File: config.mk
export PLATFORM = sky130hd
export DESIGN_NAME = clipped_alpha_glyph_blitter_top
export DESIGN_NICKNAME = d
export VERILOG_FILES = /design/src/hdl/cagb_pkg.sv /design/src/hdl/clipped_alpha_glyph_blitter_top.sv /design/src/hdl/cagb_front.sv /design/src/hdl/cagb_queue.sv /design/src/hdl/cagb_back.sv
export SDC_FILE = /design/constraint.sdc
export NUM_CORES = 2
export LEC_CHECK = 0
export ABC_AREA = 1
export BUFFER_PORTS_ARGS = -buffer_cell sky130_fd_sc_hd__buf_2
export CAP_MARGIN = 10
export CORE_ASPECT_RATIO = 1.4
export CORE_MARGIN = 10
export CORE_UTILIZATION = 50
export CTS_BUF_LIST = sky130_fd_sc_hd__clkbuf_8 sky130_fd_sc_hd__clkbuf_16
export DETAILED_ROUTE_END_ITERATION = 12
export PLACE_DENSITY = 0.67
export SYNTH_ARGS = -nofsm -noshare
export SYNTH_HDL_FRONTEND = slang
export SYNTH_SLANG_ARGS = --single-unit
File: constraint.sdc
create_clock -name clk -period 7.45 [get_ports clk]
set_clock_uncertainty 0.1 [all_clocks]
set_input_delay 1.1175 -clock clk [delete_from_list [all_inputs] [get_ports clk]]
set_output_delay 1.1175 -clock clk [all_outputs]
set_load 0.05 [all_outputs]
File: src/hdl/cagb_pkg.sv
// ---------------------------------------------------------------------------
// cagb_pkg
// Shared types, constants and helpers of the clipped alpha glyph blitter.
// ---------------------------------------------------------------------------
package cagb_pkg;

  localparam int unsigned MAX_CANVAS    = 4096;
  localparam int unsigned BYTES_PER_PEL = 3;
  localparam int unsigned QUEUE_DEPTH   = 4;
  localparam int unsigned QPTR_W        = $clog2(QUEUE_DEPTH);
  localparam int unsigned QCNT_W        = $clog2(QUEUE_DEPTH + 1);

  localparam int unsigned CMD_W   = 2;
  localparam int unsigned COORD_W = 13;
  localparam int unsigned BEAR_W  = 9;
  localparam int unsigned BOX_W   = 14;
  localparam int unsigned GLYPH_W = 8;
  localparam int unsigned CHAN_W  = 8;
  localparam int unsigned REG_W   = 13;
  localparam int unsigned REGIX_W = 3;
  localparam int unsigned ADDR_W  = 26;
  localparam int unsigned PITCH_W = 15;
  localparam int unsigned PROD_W  = PITCH_W + COORD_W;

  typedef enum logic [CMD_W-1:0] {
    CMD_BEGIN  = 2'd0,
    CMD_SAMPLE = 2'd1,
    CMD_PLOT   = 2'd2
  } cmd_t;

  typedef enum logic [REGIX_W-1:0] {
    REG_COLOR_RED   = 3'd0,
    REG_COLOR_GREEN = 3'd1,
    REG_COLOR_BLUE  = 3'd2,
    REG_CLIP_LEFT   = 3'd3,
    REG_CLIP_TOP    = 3'd4,
    REG_CLIP_RIGHT  = 3'd5,
    REG_CLIP_BOTTOM = 3'd6,
    REG_CANVAS_W    = 3'd7
  } reg_ix_t;

  typedef struct packed {
    logic [CHAN_W-1:0]  color_red;
    logic [CHAN_W-1:0]  color_green;
    logic [CHAN_W-1:0]  color_blue;
    logic [REG_W-1:0]   clip_left;
    logic [REG_W-1:0]   clip_top;
    logic [REG_W-1:0]   clip_right;
    logic [REG_W-1:0]   clip_bottom;
    logic [REG_W-1:0]   canvas_width;
  } cfg_t;

  typedef struct packed {
    logic [COORD_W-1:0] x;
    logic [COORD_W-1:0] y;
    logic [CHAN_W-1:0]  opacity;
  } pel_t;

  typedef struct packed {
    logic full;
    logic empty;
  } qstat_t;

  function automatic logic in_clip(input logic signed [BOX_W-1:0] x,
                                   input logic signed [BOX_W-1:0] y,
                                   input cfg_t cfg);
    logic signed [BOX_W:0] xs;
    logic signed [BOX_W:0] ys;
    xs = {x[BOX_W-1], x};
    ys = {y[BOX_W-1], y};
    return (xs >= $signed({2'b00, cfg.clip_left}))  &&
           (xs <  $signed({2'b00, cfg.clip_right})) &&
           (ys >= $signed({2'b00, cfg.clip_top}))   &&
           (ys <  $signed({2'b00, cfg.clip_bottom}));
  endfunction

  // floor(p / 255) for p below 65280
  function automatic logic [CHAN_W-1:0] div255(input logic [2*CHAN_W-1:0] p);
    logic [2*CHAN_W-1:0] s;
    s = p + {{(2*CHAN_W-1){1'b0}}, 1'b1} + {{CHAN_W{1'b0}}, p[2*CHAN_W-1:CHAN_W]};
    return s[2*CHAN_W-1:CHAN_W];
  endfunction

endpackage

File: src/hdl/clipped_alpha_glyph_blitter_top.sv
// ---------------------------------------------------------------------------
// clipped_alpha_glyph_blitter_top
// Clipped alpha-coverage glyph blitter for a 3-byte RGB frame buffer.
//
//   channel  handshake              payload
//   input    in_valid / in_ready    cmd, origin, bearing, glyph size, opacity
//   output   out_valid / out_ready  byte_address, out_red/green/blue
//   config   cfg_we                 cfg_index, cfg_data
//
// One transaction per cycle in and out while the queue has room and the
// output is not stalled. A write goes into the queue, then through the
// multiply stage and the output register. A stalled output holds the
// pipeline; the four-entry queue absorbs input until it fills.
// ---------------------------------------------------------------------------
module clipped_alpha_glyph_blitter_top (
  input  logic                               clk,
  input  logic                               rst,
  input  logic                               cfg_we,
  input  logic [cagb_pkg::REGIX_W-1:0]       cfg_index,
  input  logic [cagb_pkg::REG_W-1:0]         cfg_data,
  input  logic                               in_valid,
  output logic                               in_ready,
  input  logic [cagb_pkg::CMD_W-1:0]         cmd,
  input  logic signed [cagb_pkg::COORD_W-1:0] origin_x,
  input  logic signed [cagb_pkg::COORD_W-1:0] origin_y,
  input  logic signed [cagb_pkg::BEAR_W-1:0] bearing_x,
  input  logic signed [cagb_pkg::BEAR_W-1:0] bearing_y,
  input  logic [cagb_pkg::GLYPH_W-1:0]       glyph_cols,
  input  logic [cagb_pkg::GLYPH_W-1:0]       glyph_rows,
  input  logic [cagb_pkg::CHAN_W-1:0]        opacity,
  output logic                               out_valid,
  input  logic                               out_ready,
  output logic [cagb_pkg::ADDR_W-1:0]        byte_address,
  output logic [cagb_pkg::CHAN_W-1:0]        out_red,
  output logic [cagb_pkg::CHAN_W-1:0]        out_green,
  output logic [cagb_pkg::CHAN_W-1:0]        out_blue
);
  import cagb_pkg::*;

  cfg_t   cfg;
  qstat_t qstat;
  logic   push;
  logic   pop;
  pel_t   push_pel;
  pel_t   head_pel;

  always_ff @(posedge clk) begin
    if (rst) begin
      cfg.color_red    <= '0;
      cfg.color_green  <= '0;
      cfg.color_blue   <= '0;
      cfg.clip_left    <= '0;
      cfg.clip_top     <= '0;
      cfg.clip_right   <= REG_W'(256);
      cfg.clip_bottom  <= REG_W'(256);
      cfg.canvas_width <= REG_W'(256);
    end else if (cfg_we) begin
      unique case (reg_ix_t'(cfg_index))
        REG_COLOR_RED:   cfg.color_red    <= cfg_data[CHAN_W-1:0];
        REG_COLOR_GREEN: cfg.color_green  <= cfg_data[CHAN_W-1:0];
        REG_COLOR_BLUE:  cfg.color_blue   <= cfg_data[CHAN_W-1:0];
        REG_CLIP_LEFT:   cfg.clip_left    <= cfg_data;
        REG_CLIP_TOP:    cfg.clip_top     <= cfg_data;
        REG_CLIP_RIGHT:  cfg.clip_right   <= cfg_data;
        REG_CLIP_BOTTOM: cfg.clip_bottom  <= cfg_data;
        REG_CANVAS_W:    cfg.canvas_width <= cfg_data;
        default: begin
        end
      endcase
    end
  end

  cagb_front u_front (
    .clk        (clk),
    .rst        (rst),
    .cfg        (cfg),
    .in_valid   (in_valid),
    .in_ready   (in_ready),
    .cmd        (cmd),
    .origin_x   (origin_x),
    .origin_y   (origin_y),
    .bearing_x  (bearing_x),
    .bearing_y  (bearing_y),
    .glyph_cols (glyph_cols),
    .glyph_rows (glyph_rows),
    .opacity    (opacity),
    .qstat      (qstat),
    .push       (push),
    .push_pel   (push_pel)
  );

  cagb_queue u_queue (
    .clk      (clk),
    .rst      (rst),
    .push     (push),
    .push_pel (push_pel),
    .pop      (pop),
    .head_pel (head_pel),
    .qstat    (qstat)
  );

  cagb_back u_back (
    .clk          (clk),
    .rst          (rst),
    .cfg          (cfg),
    .head_pel     (head_pel),
    .qstat        (qstat),
    .pop          (pop),
    .out_valid    (out_valid),
    .out_ready    (out_ready),
    .byte_address (byte_address),
    .out_red      (out_red),
    .out_green    (out_green),
    .out_blue     (out_blue)
  );

endmodule

File: src/hdl/cagb_front.sv
// ---------------------------------------------------------------------------
// cagb_front
// Accepts commands, tracks the open glyph box and classifies each pixel
// against the clip rectangle; pixels inside go to the queue.
// ---------------------------------------------------------------------------
module cagb_front (
  input  logic                               clk,
  input  logic                               rst,
  input  cagb_pkg::cfg_t                     cfg,
  input  logic                               in_valid,
  output logic                               in_ready,
  input  logic [cagb_pkg::CMD_W-1:0]         cmd,
  input  logic signed [cagb_pkg::COORD_W-1:0] origin_x,
  input  logic signed [cagb_pkg::COORD_W-1:0] origin_y,
  input  logic signed [cagb_pkg::BEAR_W-1:0] bearing_x,
  input  logic signed [cagb_pkg::BEAR_W-1:0] bearing_y,
  input  logic [cagb_pkg::GLYPH_W-1:0]       glyph_cols,
  input  logic [cagb_pkg::GLYPH_W-1:0]       glyph_rows,
  input  logic [cagb_pkg::CHAN_W-1:0]        opacity,
  input  cagb_pkg::qstat_t                   qstat,
  output logic                               push,
  output cagb_pkg::pel_t                     push_pel
);
  import cagb_pkg::*;

  logic signed [BOX_W-1:0] box_left;
  logic signed [BOX_W-1:0] box_top;
  logic [GLYPH_W-1:0]      box_cols;
  logic [GLYPH_W-1:0]      box_rows;
  logic [GLYPH_W-1:0]      column_count;
  logic [GLYPH_W-1:0]      row_count;
  logic                    glyph_open;

  logic                    accept;
  logic                    sample_live;
  logic signed [BOX_W-1:0] pt_x;
  logic signed [BOX_W-1:0] pt_y;
  logic                    emit;
  logic [GLYPH_W-1:0]      col_inc;
  logic [GLYPH_W-1:0]      row_inc;

  assign in_ready = !qstat.full;
  assign accept   = in_valid && in_ready;
  assign sample_live = glyph_open && (box_cols != '0) && (row_count < box_rows);
  assign col_inc  = column_count + GLYPH_W'(1);
  assign row_inc  = row_count + GLYPH_W'(1);

  always_comb begin
    pt_x = {origin_x[COORD_W-1], origin_x};
    pt_y = {origin_y[COORD_W-1], origin_y};
    emit = 1'b0;
    unique case (cmd)
      CMD_SAMPLE: begin
        pt_x = box_left + $signed({{(BOX_W-GLYPH_W){1'b0}}, column_count});
        pt_y = box_top + $signed({{(BOX_W-GLYPH_W){1'b0}}, row_count});
        emit = sample_live && in_clip(pt_x, pt_y, cfg);
      end
      CMD_PLOT: begin
        emit = in_clip(pt_x, pt_y, cfg);
      end
      default: begin
        emit = 1'b0;
      end
    endcase
  end

  assign push         = accept && emit;
  assign push_pel.x   = pt_x[COORD_W-1:0];
  assign push_pel.y   = pt_y[COORD_W-1:0];
  assign push_pel.opacity = (cmd == CMD_PLOT) ? {CHAN_W{1'b1}} : opacity;

  always_ff @(posedge clk) begin
    if (rst) begin
      box_left     <= '0;
      box_top      <= '0;
      box_cols     <= '0;
      box_rows     <= '0;
      column_count <= '0;
      row_count    <= '0;
      glyph_open   <= 1'b0;
    end else if (accept) begin
      unique case (cmd)
        CMD_BEGIN: begin
          box_left     <= BOX_W'(origin_x) + BOX_W'(bearing_x);
          box_top      <= BOX_W'(origin_y) - BOX_W'(bearing_y);
          box_cols     <= glyph_cols;
          box_rows     <= glyph_rows;
          column_count <= '0;
          row_count    <= '0;
          glyph_open   <= 1'b1;
        end
        CMD_SAMPLE: begin
          if (!sample_live) begin
            glyph_open <= 1'b0;
          end else if (col_inc >= box_cols) begin
            column_count <= '0;
            row_count    <= row_inc;
            if (row_inc >= box_rows) begin
              glyph_open <= 1'b0;
            end
          end else begin
            column_count <= col_inc;
          end
        end
        default: begin
        end
      endcase
    end
  end

endmodule

File: src/hdl/cagb_queue.sv
// ---------------------------------------------------------------------------
// cagb_queue
// Short pixel queue between the front classifier and the back pipeline.
// ---------------------------------------------------------------------------
module cagb_queue (
  input  logic             clk,
  input  logic             rst,
  input  logic             push,
  input  cagb_pkg::pel_t   push_pel,
  input  logic             pop,
  output cagb_pkg::pel_t   head_pel,
  output cagb_pkg::qstat_t qstat
);
  import cagb_pkg::*;

  pel_t              slots [QUEUE_DEPTH];
  logic [QPTR_W-1:0] wr_ptr;
  logic [QPTR_W-1:0] rd_ptr;
  logic [QCNT_W-1:0] count;
  logic              do_push;
  logic              do_pop;

  assign qstat.full  = (count == QCNT_W'(QUEUE_DEPTH));
  assign qstat.empty = (count == '0);
  assign do_push     = push && !qstat.full;
  assign do_pop      = pop && !qstat.empty;
  assign head_pel    = slots[rd_ptr];

  always_ff @(posedge clk) begin
    if (rst) begin
      wr_ptr <= '0;
      rd_ptr <= '0;
      count  <= '0;
    end else begin
      if (do_push) begin
        wr_ptr <= wr_ptr + QPTR_W'(1);
      end
      if (do_pop) begin
        rd_ptr <= rd_ptr + QPTR_W'(1);
      end
      if (do_push && !do_pop) begin
        count <= count + QCNT_W'(1);
      end else if (do_pop && !do_push) begin
        count <= count - QCNT_W'(1);
      end
    end
  end

  always_ff @(posedge clk) begin
    if (do_push) begin
      slots[wr_ptr] <= push_pel;
    end
  end

endmodule

File: src/hdl/cagb_back.sv
// ---------------------------------------------------------------------------
// cagb_back
// Two-stage write pipeline: multiply address and channels, then divide by
// 255, add the column offset and hold the result in the output register.
// ---------------------------------------------------------------------------
module cagb_back (
  input  logic                           clk,
  input  logic                           rst,
  input  cagb_pkg::cfg_t                 cfg,
  input  cagb_pkg::pel_t                 head_pel,
  input  cagb_pkg::qstat_t               qstat,
  output logic                           pop,
  output logic                           out_valid,
  input  logic                           out_ready,
  output logic [cagb_pkg::ADDR_W-1:0]    byte_address,
  output logic [cagb_pkg::CHAN_W-1:0]    out_red,
  output logic [cagb_pkg::CHAN_W-1:0]    out_green,
  output logic [cagb_pkg::CHAN_W-1:0]    out_blue
);
  import cagb_pkg::*;

  logic                  advance;
  logic [REG_W-1:0]      width_sat;
  logic [PITCH_W-1:0]    pitch;

  logic                  s1_valid;
  logic [PROD_W-1:0]     row_off;
  logic [PITCH_W-1:0]    col_off;
  logic [2*CHAN_W-1:0]   prod_red;
  logic [2*CHAN_W-1:0]   prod_green;
  logic [2*CHAN_W-1:0]   prod_blue;
  logic [PROD_W-1:0]     addr_sum;

  always_comb begin
    width_sat = cfg.canvas_width;
    if (cfg.canvas_width == '0) begin
      width_sat = REG_W'(1);
    end else if (cfg.canvas_width > REG_W'(MAX_CANVAS)) begin
      width_sat = REG_W'(MAX_CANVAS);
    end
  end

  assign pitch    = PITCH_W'(BYTES_PER_PEL) * PITCH_W'(width_sat);
  assign advance  = !out_valid || out_ready;
  assign pop      = advance && !qstat.empty;
  assign addr_sum = row_off + PROD_W'(col_off);

  always_ff @(posedge clk) begin
    if (rst) begin
      s1_valid  <= 1'b0;
      out_valid <= 1'b0;
    end else if (advance) begin
      s1_valid  <= !qstat.empty;
      out_valid <= s1_valid;
    end
  end

  always_ff @(posedge clk) begin
    if (advance) begin
      row_off      <= PROD_W'(pitch) * PROD_W'(head_pel.y);
      col_off      <= PITCH_W'(BYTES_PER_PEL) * PITCH_W'(head_pel.x);
      prod_red     <= {{CHAN_W{1'b0}}, head_pel.opacity} * {{CHAN_W{1'b0}}, cfg.color_red};
      prod_green   <= {{CHAN_W{1'b0}}, head_pel.opacity} * {{CHAN_W{1'b0}}, cfg.color_green};
      prod_blue    <= {{CHAN_W{1'b0}}, head_pel.opacity} * {{CHAN_W{1'b0}}, cfg.color_blue};
      byte_address <= addr_sum[ADDR_W-1:0];
      out_red      <= div255(prod_red);
      out_green    <= div255(prod_green);
      out_blue     <= div255(prod_blue);
    end
  end

endmodule

# Yosys cells after proc, flatten, opt, wreduce, memory -nomap -nowiden
# Memories as Yosys holds them, arrays and structs flattened. A register that Yosys moved wholly into a read port is not among the register bits.
# Cells that the tools add are included.
[word_totals]
reg_bits = 298
ram_bits = 136
output_inout_bits = 52
word_cells = 142
n_memories = 1
[mem_list]
columns = ["name", "depth", "word_bits", "read_ports", "rd_ports_with_merged_regs", "wr", "line", "source"]
rows = [
  ["u_queue.slots", 4, 34, 1, 1, 1, "cagb_queue.sv:16", "pel_t slots [QUEUE_DEPTH];"],
]
[op_classes]
n_addsub = 17
mul = 6
order_cmp = 12
eq_ne = 14
muxes = 22
reduce_logical = 41
[ops]
columns = ["op", "n"]
rows = [
  ["$mux W13", 4],
  ["$add A16 B1 Y16 const B", 3],
  ["$add A16 B8 Y16", 3],
  ["$mul A8 B8 Y16", 3],
  ["$mux W8", 5],
  ["$pmux W8 S2", 2],
  ["$mul A2 B13 Y15 const A", 2],
  ["$add A14 B9 Y14", 2],
  ["$ge A13 B14 Y1", 2],
  ["$ge A14 B14 Y1", 2],
  ["$lt A13 B14 Y1", 2],
  ["$lt A14 B14 Y1", 2],
  ["$add A26 B15 Y26", 1],
  ["$mul A15 B13 Y26", 1],
  ["$reduce_and A2 Y1", 9],
  ["$add A8 B1 Y8 const B", 2],
  ["$ge A8 B8 Y1", 2],
  ["$logic_and A1 B1 Y1", 16],
  ["$eq A3 B3 Y1 const B", 5],
  ["$add A13 B9 Y14", 1],
  ["$sub A13 B9 Y14", 1],
  ["$gt A13 B13 Y1 const B", 1],
  ["$logic_not A13 Y1", 1],
  ["$lt A8 B8 Y1", 1],
  ["21 further kinds", 39],
]

# Longest topological paths before layout
[depth]
ltp_word = 13
depth_mapped = 41
ltp_nobuf = 41

# By module
# From an unflattened synthesis, not the netlist that was laid out.
[unflattened]
hier_cells = 4276
area_unflattened_um2 = 36451.2
[by_module_without_submodules]
columns = ["mod", "n_inst", "cells_each", "area_per_inst_um2", "seq_area_each_um2"]
rows = [
  ["cagb_back", 1, 2228, 19321.0, 4214.0],
  ["cagb_front", 1, 1141, 7838.8, 1221.2],
  ["cagb_queue", 1, 399, 5735.5, 4264.1],
  ["clipped_alpha_glyph_blitter_top", 1, 508, 3555.9, 1781.7],
]

# Least setup slack after synthesis
# No wires, ideal clock.
[synth_timing]
kind = "flip-flop to flip-flop"
from = "register cfg[2] (netlist name)"
to = "register u_back.row_off[20], data pin"
setup_time_ps = 259
arrival_time_ps = 6268
required_ps = 7091
slack_ps = 823
stages_incl_launch_ff = 36
path_buffers = 0
period_less_slack_ps = 6627
path_cell_list = "dfxtp_1 > nor2_1 > nand2_1 > nor2_2 > a21oi_2 > nor2_1 > ha_1 > a21oi_1 > inv_1 > a31oi_4 > o21ai_2 > xor2_2 > inv_2 > nor2_1 > fa_1 > inv_1 > fa_1 > inv_1 > fa_1 > fa_1 > inv_1 > fa_1 > inv_1 > ha_1 > a21o_1 > nand3_1 > nand2_1 > a21oi_1 > o21ai_0 > nand3_1 > nand2_1 > nand3_1 > nand2_1 > nand2_1 > nand2_1 > xor2_1"
[synth_between]
elab_chain_cells = 5
elab_cells_between_ends = 6
classes_between = "2 x mul; 1 x order compare; 2 x mux; 1 x reduce/logical"
[synth_rtl]
columns = ["element", "line", "source"]
rows = [
  ["$gt A13 B13 Y1", "cagb_back.sv:38", "end else if (cfg.canvas_width > REG_W'(MAX_CANVAS)) begin"],
  ["$mux W13", "cagb_back.sv:38", ""],
  ["$mux W13 (*)", "cagb_back.sv:36", "if (cfg.canvas_width == '0) begin"],
  ["$mul A2 B13 Y15 (*)", "cagb_back.sv:43", "assign pitch = PITCH_W'(BYTES_PER_PEL) * PITCH_W'(width_sat);"],
  ["$mul A15 B13 Y26 (*)", "cagb_back.sv:60", "row_off <= PROD_W'(pitch) * PROD_W'(head_pel.y);"],
  ["end signal, assigned", "cagb_back.sv:60", ""],
  ["end, declared", "cagb_back.sv:27", "logic [PROD_W-1:0] row_off;"],
]
# Every way passes the cells marked *; elsewhere a longest branch is shown, timed or not.
# A chain may end at the register's enable or synchronous reset.

# Worst setup path after layout
[layout_timing]
from = "register cfg[2] (netlist name)"
to = "register u_back.row_off[24], data pin"
[layout_between]
elab_chain_cells = 5
elab_cells_between_ends = 6
classes_between = "2 x mul; 1 x order compare; 2 x mux; 1 x reduce/logical"
[layout_rtl]
columns = ["element", "line"]
rows = [
  ["$gt A13 B13 Y1", "cagb_back.sv:38"],
  ["$mux W13", "cagb_back.sv:38"],
  ["$mux W13 (*)", "cagb_back.sv:36"],
  ["$mul A2 B13 Y15 (*)", "cagb_back.sv:43"],
  ["$mul A15 B13 Y26 (*)", "cagb_back.sv:60"],
]
# Marked as above.

==> impl_metrics.yaml <==
die:
  coreArea_um2: 69040
  placementRows: 114
  die_area_um2: 80790
  initial_core_util_pct: 50.47
  fp.dieH_um: 332.3
  ios: 143
  die_w_um: 243.1
timing:
  drv_slew: 0
  relSlewSlack_pct: 35.57
  setup_slack_ps: 454.2
  fmax_mhz: 142.9
  min_period_over_period_pct: 93.90
  period_minus_slack_ps: 6996
  finalSetupTns_ps: 0
  whs_ps: 366.9
  finalSetupViolations: 0
  worstMarginPinSlew_ps: 966.4
  rsz0062_at_grt: "true"
  hold_violations: 0
cts:
  cts-root-buf: "clkbuf_16"
  cts_sinks: 436
  clkTransAtPathRegs_ps: 70
  cts-htree-levels: 2
  numCtsBuffers: 47
  cts_tree: "yes"
  clk_latency_ps: 620
  clock_path_buffers: 3
worst_setup_path:
  cp_slowest_cell: "fa_1"
  crit_top_cell: "nand2_1"
  startpoint_type: "flop"
  critical_path.endpoint_type: "flop"
  arrival_ps: 7250
  critPathKind: "flop to flop"
  slowest_delay_ps: 540
  r2r_setup_slack_ps: 450
  cp.required_ps: 7710
  cp_max_fo: 8
logic_synthesis:
  synth_edf_count: 275
  synth_area_um2: 34840
  syn_nets: 4710
  ys_seq_elements: 436
  synthArstFlopShare_pct: 0
  synth_flop_cell: "edfxtp_1"
  avgSynthCellArea_um2: 8.807
  ys_types: 47
  yosys_warnings: 0
  netlist_instances: 3956
  yosysSeqAreaShare_pct: 32.95
grt:
  grt_pass1_vias: 26920
  grt_usage_pct: 21.13
  antenna_found_initial: 10
  grt_pass1_wl_um: 138400
  grt_overflow_total: 0
  grt_max_degree: 81
finish:
  finalNonFillerCells: 5071
  final_util_pct: 55.70
  final_cell_area_um2: 38460
  multi_input_area_um2: 20730
  nFillCells: 6412
  areaGrowthSynthToFinish_pct: 10.37
  drive_above_1_share_pct: 8.138
  seqCellArea_um2: 11480
  final_nets: 4857
pwr:
  max-vdd-ir-drop_mv: 0.3291
  power_mw: 14.01
  p_leak_nw: 18.39
  p_per_area_nw_per_um2: 364.3
route:
  postRouteAntennaNets: 0
  drtIter0Drc: 1538
  routed_via_density: 5.261
  drt_drc_violations_left: 0
  num_vias: 26680
  wl_per_cell_um: 16.95
  routed_wl_um: 85930
  drt_pass1_iterations: 6
flow_run:
  drv_cap: 0
hold_path:
  holdCritPathClass: "flop to flop"
place:
  dpl_worst_slack_ps: 199.8
  placed_cell_area_um2: 36730
  place_inst: 4978
  place_congestion: 0.9183
  io_buffers: 142
  hpwl_um: 68180
status:
  status: "completed"
final timing paths:
| path | startpoint | end | cells after the start |
|---|---|---|---|
| worst max-delay path | cfg[2] | u_back.row_off[24] | 29 |
| worst max register to register | cfg[2] | u_back.row_off[24] | 29 |
| worst min register to register | u_front.glyph_open | u_front.glyph_open | 2 |
| worst min-delay path | u_front.glyph_open | u_front.glyph_open | 2 |
cell usage in the layout, fill, tap and decap left out, drive strengths merged, types with 8 or more instances in the layout:
cell type	count
edfxtp	275
nand3	122
a21oi	335
o211ai	17
o22ai	13
nand4	20
a21boi	13
o21a	9
dfxtp	161
nor2	407
clkinv	30
nor3	16
clkbuf	47
or2	19
nand2	647
o21bai	18
ha	406
inv	659
xor2	117
a21o	8
o21ai	244
buf	188
fa	257
xnor2	50
final cells by class:
cell class                 instances  share of cell area [%]
antenna                            2                 0.01301
clock buffer                      47                   3.058
clock inverter                    40                  0.9761
inverter                         657                   6.429
multi-input combinational       2773                   53.90
sequential                       436                   29.86
tap                              928                   3.019
timing repair buffer             188                   2.746
cell usage after synthesis, types with 82 or more instances:
master    instances  area, um2
clkbuf_1         82      307.8
edfxtp_1        275       8258
inv_1           645       2421
ha_1            406       5080
nand3_1         122      610.6
nor2_1          406       1524
dfxtp_1         161       3223
xor2_1          114      998.5
fa_1            257       5145
a21oi_1         334       1672
nand2_1         642       2410
o21ai_0         237       1186
metal layers:
| layer | global-route usage (%) | vias up | share of wire (%) |
|---|---|---|---|
| met5 | 0 | - | 0.038 |
| met4 | 6.513 | 4 | 3.1 |
| met3 | 3.104 | 170 | 5.2 |
| met2 | 38.35 | 634 | 50 |
| met1 | 25.30 | 12670 | 42 |
| li1 | - | 13210 | - |
cell families (layout without fill, tap and decap cells):
kind of cell    Yosys count  count (layout)  share of synthesized area, %
flops                   436             436                         32.95
fa+ha+maj               663             663                         29.35
other cells               0               2                             0
compound gates          698             698                         10.99
buf+inv                 747             932                         8.048
simple gates           1245            1245                         14.35
xor+xnor                167             167                         4.306
where the power goes:
part	switching (mW)	leakage, nW	internal [mW]
clock	1.04	0.778	1.31
sequential	0.179	4.09	3.33
combinational	5.29	13.5	2.86
total	6.51	18.4	7.50
registers in the layout, indices dropped and copies added, names as in the netlist, 3 cells and up, named ones only:
signal and cells:
cfg 89, u_back.byte_address 26, u_back.col_off 15, u_back.out_blue 8, u_back.out_green 8, u_back.out_red 8
u_back.prod_blue 16, u_back.prod_green 16, u_back.prod_red 16, u_back.row_off 26, u_front.box_cols 8, u_front.box_left 14
u_front.box_rows 8, u_front.box_top 14, u_front.column_count 8, u_front.row_count 8, u_queue.count 3, u_queue.slots 136
what timing repair did:
| action | 4_1_cts | 5_1_grt |
|---|---|---|
| hold buffers | 0 | 0 |
| endpoints found under the setup margin | 0 | 11 |
| gates resized for setup | 0 | 31 |
| setup buffers | 0 | 4 |
critical path: cells and delay by family (launching register included):
| family | cells | cell delay [ps] |
|---|---|---|
| buffers and inverters | 4 | 200 |
| AOI/OAI and AO/OA | 4 | 740 |
| xor gates and xnor gates | 1 | 150 |
| and+or+nand+nor | 13 | 1850 |
| adders and majority gates | 7 | 3300 |
| DFF | 1 | 400 |
No activity file was read; power rests on OpenSTA's default activity.
